## src/design/rtpq_pkg.sv

```systemverilog
// rtpq_pkg: shared types, sizes and codes for the remaining-time priority queue
// used by rtpq_cell and remaining_time_priority_queue_top; no dependencies
package rtpq_pkg;

  // queue geometry
  localparam int DEPTH     = 16;
  localparam int TIME_BITS = 16;
  localparam int KEY_W     = TIME_BITS + 1;
  localparam int CNT_W     = $clog2(DEPTH + 1);
  localparam int ID_W      = 8;

  // operation codes
  localparam logic FUNC_INSERT = 1'b0;
  localparam logic FUNC_REMOVE = 1'b1;

  // error codes
  localparam logic [1:0] ERR_OK    = 2'd0;
  localparam logic [1:0] ERR_EMPTY = 2'd1;
  localparam logic [1:0] ERR_FULL  = 2'd2;

  // input word
  typedef struct packed {
    logic                 func;
    logic [ID_W-1:0]      process_id;
    logic [15:0]          run_time;
    logic [15:0]          elapsed_time;
    logic [15:0]          remaining_time;
  } in_word_t;

  // result word
  typedef struct packed {
    logic [ID_W-1:0]      removed_id;
    logic                 removed_valid;
    logic [15:0]          front_remaining;
    logic [CNT_W-1:0]     count;
    logic [1:0]           error_code;
  } out_word_t;

  // one stored entry
  typedef struct packed {
    logic signed [KEY_W-1:0] key;
    logic [ID_W-1:0]         id;
    logic [15:0]             rem;
  } entry_t;

  // per-cycle command broadcast to every cell
  typedef struct packed {
    logic insert;
    logic pop;
  } cell_ctl_t;

endpackage

```

## src/design/rtpq_cell.sv

```systemverilog
// rtpq_cell: one slot of the sorted chain; compares, keeps, shifts or loads
// depends on rtpq_pkg
module rtpq_cell (
  input  logic               clk,
  input  rtpq_pkg::cell_ctl_t ctl,
  input  rtpq_pkg::entry_t   new_entry,
  input  rtpq_pkg::entry_t   left_entry,
  input  logic               left_le,
  input  rtpq_pkg::entry_t   right_entry,
  input  logic               occ,
  output logic               le,
  output rtpq_pkg::entry_t   entry_nxt,
  output rtpq_pkg::entry_t   entry_r
);

  // this slot holds a key not above the new one, so it stays in place
  assign le = occ && ($signed(entry_r.key) <= $signed(new_entry.key));

  // next content: keep, load the new word, shift right or shift left
  always_comb begin
    entry_nxt = entry_r;
    if (ctl.insert) begin
      if (le) begin
        entry_nxt = entry_r;
      end else if (left_le) begin
        entry_nxt = new_entry;
      end else begin
        entry_nxt = left_entry;
      end
    end else if (ctl.pop) begin
      entry_nxt = right_entry;
    end
  end

  // slot storage
  always_ff @(posedge clk) begin
    entry_r <= entry_nxt;
  end

endmodule

```

## src/design/remaining_time_priority_queue_top.sv

```systemverilog
// remaining_time_priority_queue_top: top level, chain of rtpq_cell slots,
// entry count and result register; depends on rtpq_pkg and rtpq_cell
//
// Sorted priority queue of up to rtpq_pkg::DEPTH process entries, ordered
// ascending by the signed key run_time minus elapsed_time, taken on arrival;
// equal keys keep arrival order. An insert word (func 0) is rejected with
// error 2 when full; a remove word (func 1) pops the front entry and returns
// its id, or flags error 1 when empty. Every result word carries the count and
// the front entry's remaining time (0 when empty). For each word, every slot
// compares its key with the new one and shifts to its neighbor in the same
// cycle, so one word is accepted per clock while the result register is free
// or being drained. The result is registered and appears in the cycle after
// the word is accepted. No clearing pass after reset.
module remaining_time_priority_queue_top (
  input  logic                clk,
  input  logic                rst_n,
  input  logic                in_valid,
  output logic                in_ready,
  input  rtpq_pkg::in_word_t  in_data,
  output logic                out_valid,
  input  logic                out_ready,
  output rtpq_pkg::out_word_t out_data
);

  logic [rtpq_pkg::CNT_W-1:0] count_r;
  logic [rtpq_pkg::CNT_W-1:0] count_nxt;
  logic                       out_valid_r;
  rtpq_pkg::out_word_t        out_data_r;
  rtpq_pkg::out_word_t        out_data_nxt;
  logic                       in_accept;
  logic                       is_full;
  logic                       is_empty;
  rtpq_pkg::cell_ctl_t        ctl;
  rtpq_pkg::entry_t           new_entry;
  rtpq_pkg::entry_t           slot_r   [rtpq_pkg::DEPTH];
  rtpq_pkg::entry_t           slot_nxt [rtpq_pkg::DEPTH];
  logic [rtpq_pkg::DEPTH-1:0] slot_le;
  logic [rtpq_pkg::DEPTH-1:0] slot_occ;

  // handshake: take a word whenever the result register is free or draining
  assign in_ready  = !out_valid_r || out_ready;
  assign in_accept = in_valid && in_ready;
  assign out_valid = out_valid_r;
  assign out_data  = out_data_r;

  assign is_full  = (count_r == rtpq_pkg::CNT_W'(rtpq_pkg::DEPTH));
  assign is_empty = (count_r == '0);

  // command for the chain
  assign ctl.insert = in_accept && (in_data.func == rtpq_pkg::FUNC_INSERT) && !is_full;
  assign ctl.pop    = in_accept && (in_data.func == rtpq_pkg::FUNC_REMOVE) && !is_empty;

  // new entry with its key
  assign new_entry.key = $signed({1'b0, in_data.run_time})
                       - $signed({1'b0, in_data.elapsed_time});
  assign new_entry.id  = in_data.process_id;
  assign new_entry.rem = in_data.remaining_time;

  // chain of slots
  for (genvar i = 0; i < rtpq_pkg::DEPTH; i++) begin : g_slot
    rtpq_pkg::entry_t left_e;
    rtpq_pkg::entry_t right_e;
    logic             left_le_i;

    assign slot_occ[i] = (rtpq_pkg::CNT_W'(i) < count_r);

    if (i == 0) begin : g_first
      assign left_e    = new_entry;
      assign left_le_i = 1'b1;
    end else begin : g_inner
      assign left_e    = slot_r[i-1];
      assign left_le_i = slot_le[i-1];
    end

    if (i == rtpq_pkg::DEPTH - 1) begin : g_last
      assign right_e = slot_r[i];
    end else begin : g_mid
      assign right_e = slot_r[i+1];
    end

    rtpq_cell u_cell (
      .clk         (clk),
      .ctl         (ctl),
      .new_entry   (new_entry),
      .left_entry  (left_e),
      .left_le     (left_le_i),
      .right_entry (right_e),
      .occ         (slot_occ[i]),
      .le          (slot_le[i]),
      .entry_nxt   (slot_nxt[i]),
      .entry_r     (slot_r[i])
    );
  end

  // count update
  always_comb begin
    count_nxt = count_r;
    if (ctl.insert) begin
      count_nxt = count_r + 1'b1;
    end else if (ctl.pop) begin
      count_nxt = count_r - 1'b1;
    end
  end

  // result word, built from the post-step state
  always_comb begin
    out_data_nxt.removed_id      = '0;
    out_data_nxt.removed_valid   = 1'b0;
    out_data_nxt.error_code      = rtpq_pkg::ERR_OK;
    out_data_nxt.count           = count_nxt;
    out_data_nxt.front_remaining = (count_nxt != '0) ? slot_nxt[0].rem : 16'd0;
    if (in_data.func == rtpq_pkg::FUNC_INSERT) begin
      if (is_full) begin
        out_data_nxt.error_code = rtpq_pkg::ERR_FULL;
      end
    end else begin
      if (is_empty) begin
        out_data_nxt.error_code = rtpq_pkg::ERR_EMPTY;
      end else begin
        out_data_nxt.removed_id    = slot_r[0].id;
        out_data_nxt.removed_valid = 1'b1;
      end
    end
  end

  // control registers
  always_ff @(posedge clk) begin
    if (!rst_n) begin
      count_r     <= '0;
      out_valid_r <= 1'b0;
    end else begin
      count_r <= count_nxt;
      if (in_accept) begin
        out_valid_r <= 1'b1;
      end else if (out_ready) begin
        out_valid_r <= 1'b0;
      end
    end
  end

  // result payload
  always_ff @(posedge clk) begin
    if (in_accept) begin
      out_data_r <= out_data_nxt;
    end
  end

`ifndef ASSERT_OFF
  // count never passes the capacity
  a_count_bound: assert property (@(posedge clk) disable iff (!rst_n)
    count_r <= rtpq_pkg::CNT_W'(rtpq_pkg::DEPTH))
    else $error("entry count above capacity");

  // the two front slots stay in key order
  a_front_sorted: assert property (@(posedge clk) disable iff (!rst_n)
    (count_r >= rtpq_pkg::CNT_W'(2)) |-> ($signed(slot_r[0].key) <= $signed(slot_r[1].key)))
    else $error("front slots out of order");

  // a rejected insert leaves the count alone
  a_full_hold: assert property (@(posedge clk) disable iff (!rst_n)
    (in_accept && (in_data.func == rtpq_pkg::FUNC_INSERT) && is_full)
      |=> (count_r == $past(count_r)))
    else $error("count changed on rejected insert");

  // a returned id never comes with an error
  a_removed_ok: assert property (@(posedge clk) disable iff (!rst_n)
    (out_valid_r && out_data_r.removed_valid) |-> (out_data_r.error_code == rtpq_pkg::ERR_OK))
    else $error("removed word flagged with error");
`endif

endmodule
```

## config.mk

```make
export PLATFORM = sky130hd
export DESIGN_NAME = remaining_time_priority_queue_top
export DESIGN_NICKNAME = d
export VERILOG_FILES = /design/src/design/rtpq_pkg.sv /design/src/design/rtpq_cell.sv /design/src/design/remaining_time_priority_queue_top.sv
export SDC_FILE = /design/constraint.sdc
export NUM_CORES = 2
export LEC_CHECK = 0
export ABC_AREA = 1
export BUFFER_PORTS_ARGS = -buffer_cell sky130_fd_sc_hd__buf_2
export CAP_MARGIN = 20
export CORE_MARGIN = 2
export CORE_UTILIZATION = 50
export CTS_BUF_LIST = sky130_fd_sc_hd__clkbuf_8 sky130_fd_sc_hd__clkbuf_16
export DETAILED_ROUTE_END_ITERATION = 10
export HOLD_SLACK_MARGIN = 0.08
export MAX_ROUTING_LAYER = met4
export PLACE_DENSITY = 0.66
export SYNTH_ARGS = -nofsm -noshare
export SYNTH_HDL_FRONTEND = slang
export SYNTH_SLANG_ARGS = --single-unit
export TNS_END_PERCENT = 100
```

## constraint.sdc

```tcl
create_clock -name clk -period 18.3 [get_ports clk]
set_input_delay 1.83 -clock clk [delete_from_list [all_inputs] [get_ports clk]]
set_output_delay 1.83 -clock clk [all_outputs]
set_load 0.1 [all_outputs]
```

After elaboration in Yosys (flattened, before gate mapping)

Index checks and enable logic that the tools add are counted.

Register bits: 694
Latch bits: 0
RAM bits: 0
Memory bits (read-only): 0
Memories kept: 0

$add $sub $neg: 3
$mul: 0
Divide/modulo/power cells: 0
Magnitude comparators: 32
Equal/unequal tests: 16
Shift operators: 0
Muxes and demuxes: 68
Bitwise logic cells: 2
Reduce and logical (&&, ||, !) cells: 46

Operators with widths:

| operator                                                                    | count |
|---|---|
| 41-bit 2-to-1 mux                                                           | 60 |
| 17-bit <= comparator                                                        | 16 |
| 4-bit by 5-bit less-than comparator with 1-bit output, first input constant | 8 |
| 2-bit AND reduction                                                         | 16 |
| 2-bit != test, second input constant                                        | 15 |
| 1-bit logical AND                                                           | 21 |
| 3-bit by 5-bit less-than comparator with 1-bit output, first input constant | 4 |
| 16-bit by 16-bit subtractor with 17-bit output                              | 1 |
| 1-bit by 5-bit less-than comparator with 1-bit output, first input constant | 2 |
| 2-bit by 5-bit less-than comparator with 1-bit output, first input constant | 2 |
| 5-bit 2-to-1 mux                                                            | 2 |
| 5-bit by 1-bit adder with 5-bit output, second input constant               | 1 |
| 5-bit equality test, second input constant                                  | 1 |
| 5-bit logical NOT                                                           | 1 |
| 5-bit nonzero test                                                          | 1 |
| 5-bit by 1-bit subtractor with 5-bit output, second input constant          | 1 |
| 1-bit 2-to-1 mux                                                            | 4 |
| 2-bit 2-to-1 mux                                                            | 2 |
| 2-bit nonzero test                                                          | 2 |
| 1-bit logical NOT                                                           | 3 |
| 1-bit inverter                                                              | 2 |
| 2-bit OR reduction                                                          | 1 |
| 1-bit logical OR                                                            | 1 |

Longest topological paths before layout

Depth in word-level cells: 8
Depth in mapped cells: 32

Hierarchy

From an unflattened synthesis, not the netlist that was laid out.

Cells, all modules: 8581
Area, all modules: 55903.6 µm²

Modules (own cells, without submodules):

| module                            | times used | cells an instance | area each (µm²) | sequential area each (µm²) |
|---|---|---|---|---|
| rtpq_cell at g_slot[1].u_cell ... | 9          | 517               | 3380.7          | 820.8 |
| rtpq_cell at g_slot[0].u_cell ... | 7          | 515               | 3268.1          | 820.8 |
| remaining_time_priority_queue_top | 1          | 323               | 2600.0          | 1081.0 |

Worst setup path after synthesis

Ideal clock, no wire load.

Path type: input -> register
Start: input in_data[32] in the netlist's numbering
End: register g_slot[4].u_cell.entry_r[0] in the netlist's numbering (enable)
Arrival time: 7.408 ns
Data required time: 17.836 ns
Setup slack: 10.428 ns
Stages: 24
Path buffers: 2
Cells stage by stage: inv_1 -> ha_1 -> inv_1 -> fa_1 -> a31oi_1 -> o21ai_0 -> a31o_2 -> xnor2_1 -> clkbuf_1 -> ha_1 -> nand2_1 -> nor2_1 -> nand3b_1 -> nand4_1 -> nand4_1 -> nand2_1 -> nand2_1 -> nand2_1 -> nand2_1 -> nand2_1 -> nand2_1 -> nand2_1 -> clkbuf_1 -> a31oi_1

Longest elaborated chain between the ends: 5

Ends and longest elaborated chain:

| what                                           | RTL line                                | text |
|---|---|---|
| start, declared                                | remaining_time_priority_queue_top.sv:19 | `input rtpq_pkg::in_word_t in_data,` |
| 16-bit by 16-bit subtractor with 17-bit output | remaining_time_priority_queue_top.sv:55 | `- $signed({1'b0, in_data.elapsed_time});` |
| 17-bit <= comparator                           | rtpq_cell.sv:17                         | `assign le = occ && ($signed(entry_r.key) <= $signed(new_entry.key));` |
| 1-bit logical AND                              | rtpq_cell.sv:17                         |  |
| 2-bit != test (no line)                        | -                                       |  |
| 2-bit AND reduction (no line)                  | -                                       |  |
| end signal, assigned                           | rtpq_cell.sv:37                         | `entry_r <= entry_nxt;` |
| end, declared                                  | rtpq_cell.sv:13                         | `output rtpq_pkg::entry_t entry_r` |

No other way between the ends.
A chain may end at the register's enable or synchronous reset.

Worst setup path after layout

Start: input in_data[32] in the netlist's numbering
End: register g_slot[8].u_cell.entry_r[34] in the netlist's numbering (enable)

Longest elaborated chain between the ends: 5

Ends and longest elaborated chain:

| what                                           | RTL line |
|---|---|
| 16-bit by 16-bit subtractor with 17-bit output | remaining_time_priority_queue_top.sv:55 |
| 17-bit <= comparator                           | rtpq_cell.sv:17 |
| 1-bit logical AND                              | rtpq_cell.sv:17 |
| 2-bit != test (no line)                        | - |
| 2-bit AND reduction (no line)                  | - |
| end signal, assigned                           | rtpq_cell.sv:37 |
| end, declared                                  | rtpq_cell.sv:13 |

No other way between the ends.

==> summary.md <==
| Metric | Value |
|---|---|
| Worst Skew | `40.4 ps` |
| Antenna-violating nets left | `0` |
| GR Util All Layers | `35.8%` |
| Reg2Reg Capture Point | `g_slot[14].u_cell.entry_r[38]` |
| Slew Limit Fails | `0` |
| Setup crit start kind | `input port` |
| End of the worst hold path | `out_valid` |
| Worst Path Arrival | `7970 ps` |
| Total iterations of the first detailed-routing run | `7` |
| RSZ-0062 raised after global routing | `no` |
| Max-Cap Viols | `0` |
| CTS resizes | `0` |
| Crit path kind | `input port to flip-flop` |
| DRC Markers | `0` |
| Final period utilization | `42.6%` |
| Number of synthesized flops with an enable pin | `672` |
| Synthesized area | `46200 um^2` |
| Core footprint | `91700 um^2` |
| Post-DP HPWL | `111000 um` |
| Worst skew pair latency | `700 ps` |
| Power per Cell Area | `115 nW/um^2` |
| N_diodes | `0` |
| R2r worst-path depth | `13` |
| Die X-Extent | `308 um` |
| RD Place Congestion | `0.989` |
| Vias per inst | `6.12` |
| Fmax achieved | `128 MHz` |
| Worst min path class | `flip-flop to flip-flop` |
| Flop-to-flop setup slack | `11790 ps` |
| Synthesized flop and latch total | `694` |
| Setup TNS | `0 ps` |
| First-pass GRT wire length | `251000 um` |
| Worst Path Required | `18480 ps` |
| Initial DRC Count | `6487` |
| Worst hold stages | `2` |
| Hold Vio Cnt, Final | `0` |
| Num CTS Buffers | `84` |
| Worst slew pin tran | `1280 ps` |
| CTS sink count | `694` |
| Die Area | `94800 um^2` |
| Main synth FF type | `edfxtp_1` |
| Hold buffers post-CTS | `0` |
| Synth Net Count | `6261` |
| Hold Crit Start | `out_valid` |
| Final wirelength | `167000 um` |
| Total vias in the final route | `43166` |
| Count of cell types in the netlist | `51` |
| Largest net degree at the start of global routing | `204` |
| Tmin final | `7790 ps` |
| Root buf cell | `clkbuf_16` |
| Share of cells above drive strength 1 | `6.88%` |
| Avg Cell Area, Syn | `7.78 um^2` |
| Routed wire length per instance | `23.7 um` |
| Clock slew at reported path FFs | `60 ps` |
| VDD IR max | `0.0639 mV` |
| Max clock buf depth | `3` |
| GRT Residual Overflow | `0` |
| H-Tree Depth | `3` |
| Initial core utilization | `50.4%` |
| Vias in the first global route | `39859` |
| Rel. slew slack | `14.5%` |
| Worst hold margin | `509 ps` |
| Synthesis Warnings | `0` |
| Pleak | `23.7 nW` |
| Fillers | `8598` |
| Initial antenna violation count | `1` |
| Syn Inst Count | `5938` |
| Post-CTS setup buffer count | `0` |
| Chip height | `308 um` |
| PortBufs | `94` |
| Fin nets | `6130` |
| Setup crit end kind | `flip-flop` |
| Outcome | `finished clean` |
| Seq/Total Area, Yosys | `44.7%` |
| IO Pins | `95` |
| Async set-reset flop share out of synthesis | `0%` |
| Reg-to-Reg Start | `count_r[0]` |
| Worst Path Max Fanout | `42` |
| CTS tree | `built` |
| Count of final setup violators | `0` |
| Row Count | `111` |
| Area Overhead vs Synth | `8.78%` |
[power breakdown]
| part | total (mW) | switching [mW] | internal, mW |
|---|---|---|---|
| sequential | 2.19 | 0.151 | 2.04 |
| clock | 1.72 | 0.733 | 0.986 |
| combinational | 1.85 | 1.37 | 0.482 |
| total | 5.76 | 2.25 | 3.51 |
[cells in the final DEF (no fill, tap or decap), drive strengths merged, types with 97 or more instances in the layout]
cell type,synthesis,final
edfxtp,672,672
nor2,161,161
nand3,768,768
inv,691,699
nand2,2051,2051
nand4,478,478
o21ai,97,97
ha,261,261
buf,179,192
a21oi,108,108
[cells by family (layout without fill, tap and decap cells)]
logic type / after synthesis / count (layout) / synth area share (%)
flops: 694 / 694 / 44.7
simple gates: 3521 / 3521 / 34.0
buf+inv: 1104 / 1038 / 9.56
xor+xnor: 14 / 14 / 0.282
compound gates: 343 / 343 / 4.38
fa+ha+maj: 262 / 262 / 7.11
[metrics by stage]
step	total power, mW	worst slack, ps	utilization (%)	area (um^2)	cells
after detailed placement	4.00	9690	51.6	47300	6900
final	5.76	10510	54.8	50200	7058
after global routing	6.01	10040	54.8	50200	7058
after floorplan	3.40	10430	-	46200	5938
after global placement	3.98	9930	51.5	47200	6898
after CTS	5.70	10370	54.6	50100	7051
[final cells by class]
cell class / count / area [um^2] / area share, %
multi-input cells: 4140 / 21400 / 42.5
flip-flops and latches: 694 / 20600 / 41.0
inverters: 695 / 2620 / 5.21
clock buffers: 91 / 2210 / 4.40
well taps: 1186 / 1480 / 2.95
repair buffers: 192 / 1360 / 2.71
clock inverters: 60 / 573 / 1.14
[cell usage after synthesis (all sizes together), types with 13 or more instances]
cell	instances	share of area (%)
clkbuf	230	1.9
dfxtp	22	0.95
edfxtp	672	44
buf	179	2.0
nand2	2051	17
a22oi	16	0.26
nand4	478	6.5
nor3	28	0.30
nand3b	13	0.21
o21bai	14	0.23
ha	261	7.1
nand3	768	8.6
a31oi	21	0.28
inv	691	5.6
o21ai	97	1.1
nor2	161	1.3
o22ai	25	0.34
a21oi	108	1.2
o211ai	42	0.68
[critical path: stages]
cell	delay, ps
buf_2	90
inv_1	40
ha_1	130
inv_1	60
fa_1	430
nand3_1	150
nand3_1	120
nand2_2	380
a21oi_1	120
or2_1	250
xor2_1	290
inv_1	400
buf_4	390
ha_1	350
nand4_1	80
nor4_1	170
nand4_1	130
nor2_1	120
a31oi_1	100
nand2_2	590
nand3_2	830
nand2_1	270
nand2_2	580
[worst max path at each step]
stage,start,slack [ps],end,cells after the start
after floorplan,in_data[32],10430,g_slot[4].u_cell.entry_r[0],24
after global placement,in_data[32],9930,g_slot[0].u_cell.entry_r[33],24
after detailed placement,in_data[32],9690,g_slot[0].u_cell.entry_r[35],23
after CTS,in_data[32],10370,g_slot[0].u_cell.entry_r[25],23
after global routing,in_data[32],10040,g_slot[14].u_cell.entry_r[38],25
final,in_data[32],10510,g_slot[8].u_cell.entry_r[34],23
[per-layer routing]
metal  track usage (%)  share of wire (%)
met4              13.2                3.8
met3              8.50                 13
met5                 -                  0
met2              49.8                 42
met1              50.4                 42
[flip-flops by register name (all words and copies together), names as in the netlist]
name / cells
out_valid: 1
out_data: 32
g_slot.u_cell.entry_r: 656
count_r: 5
Power figures use the tool's default switching activity.
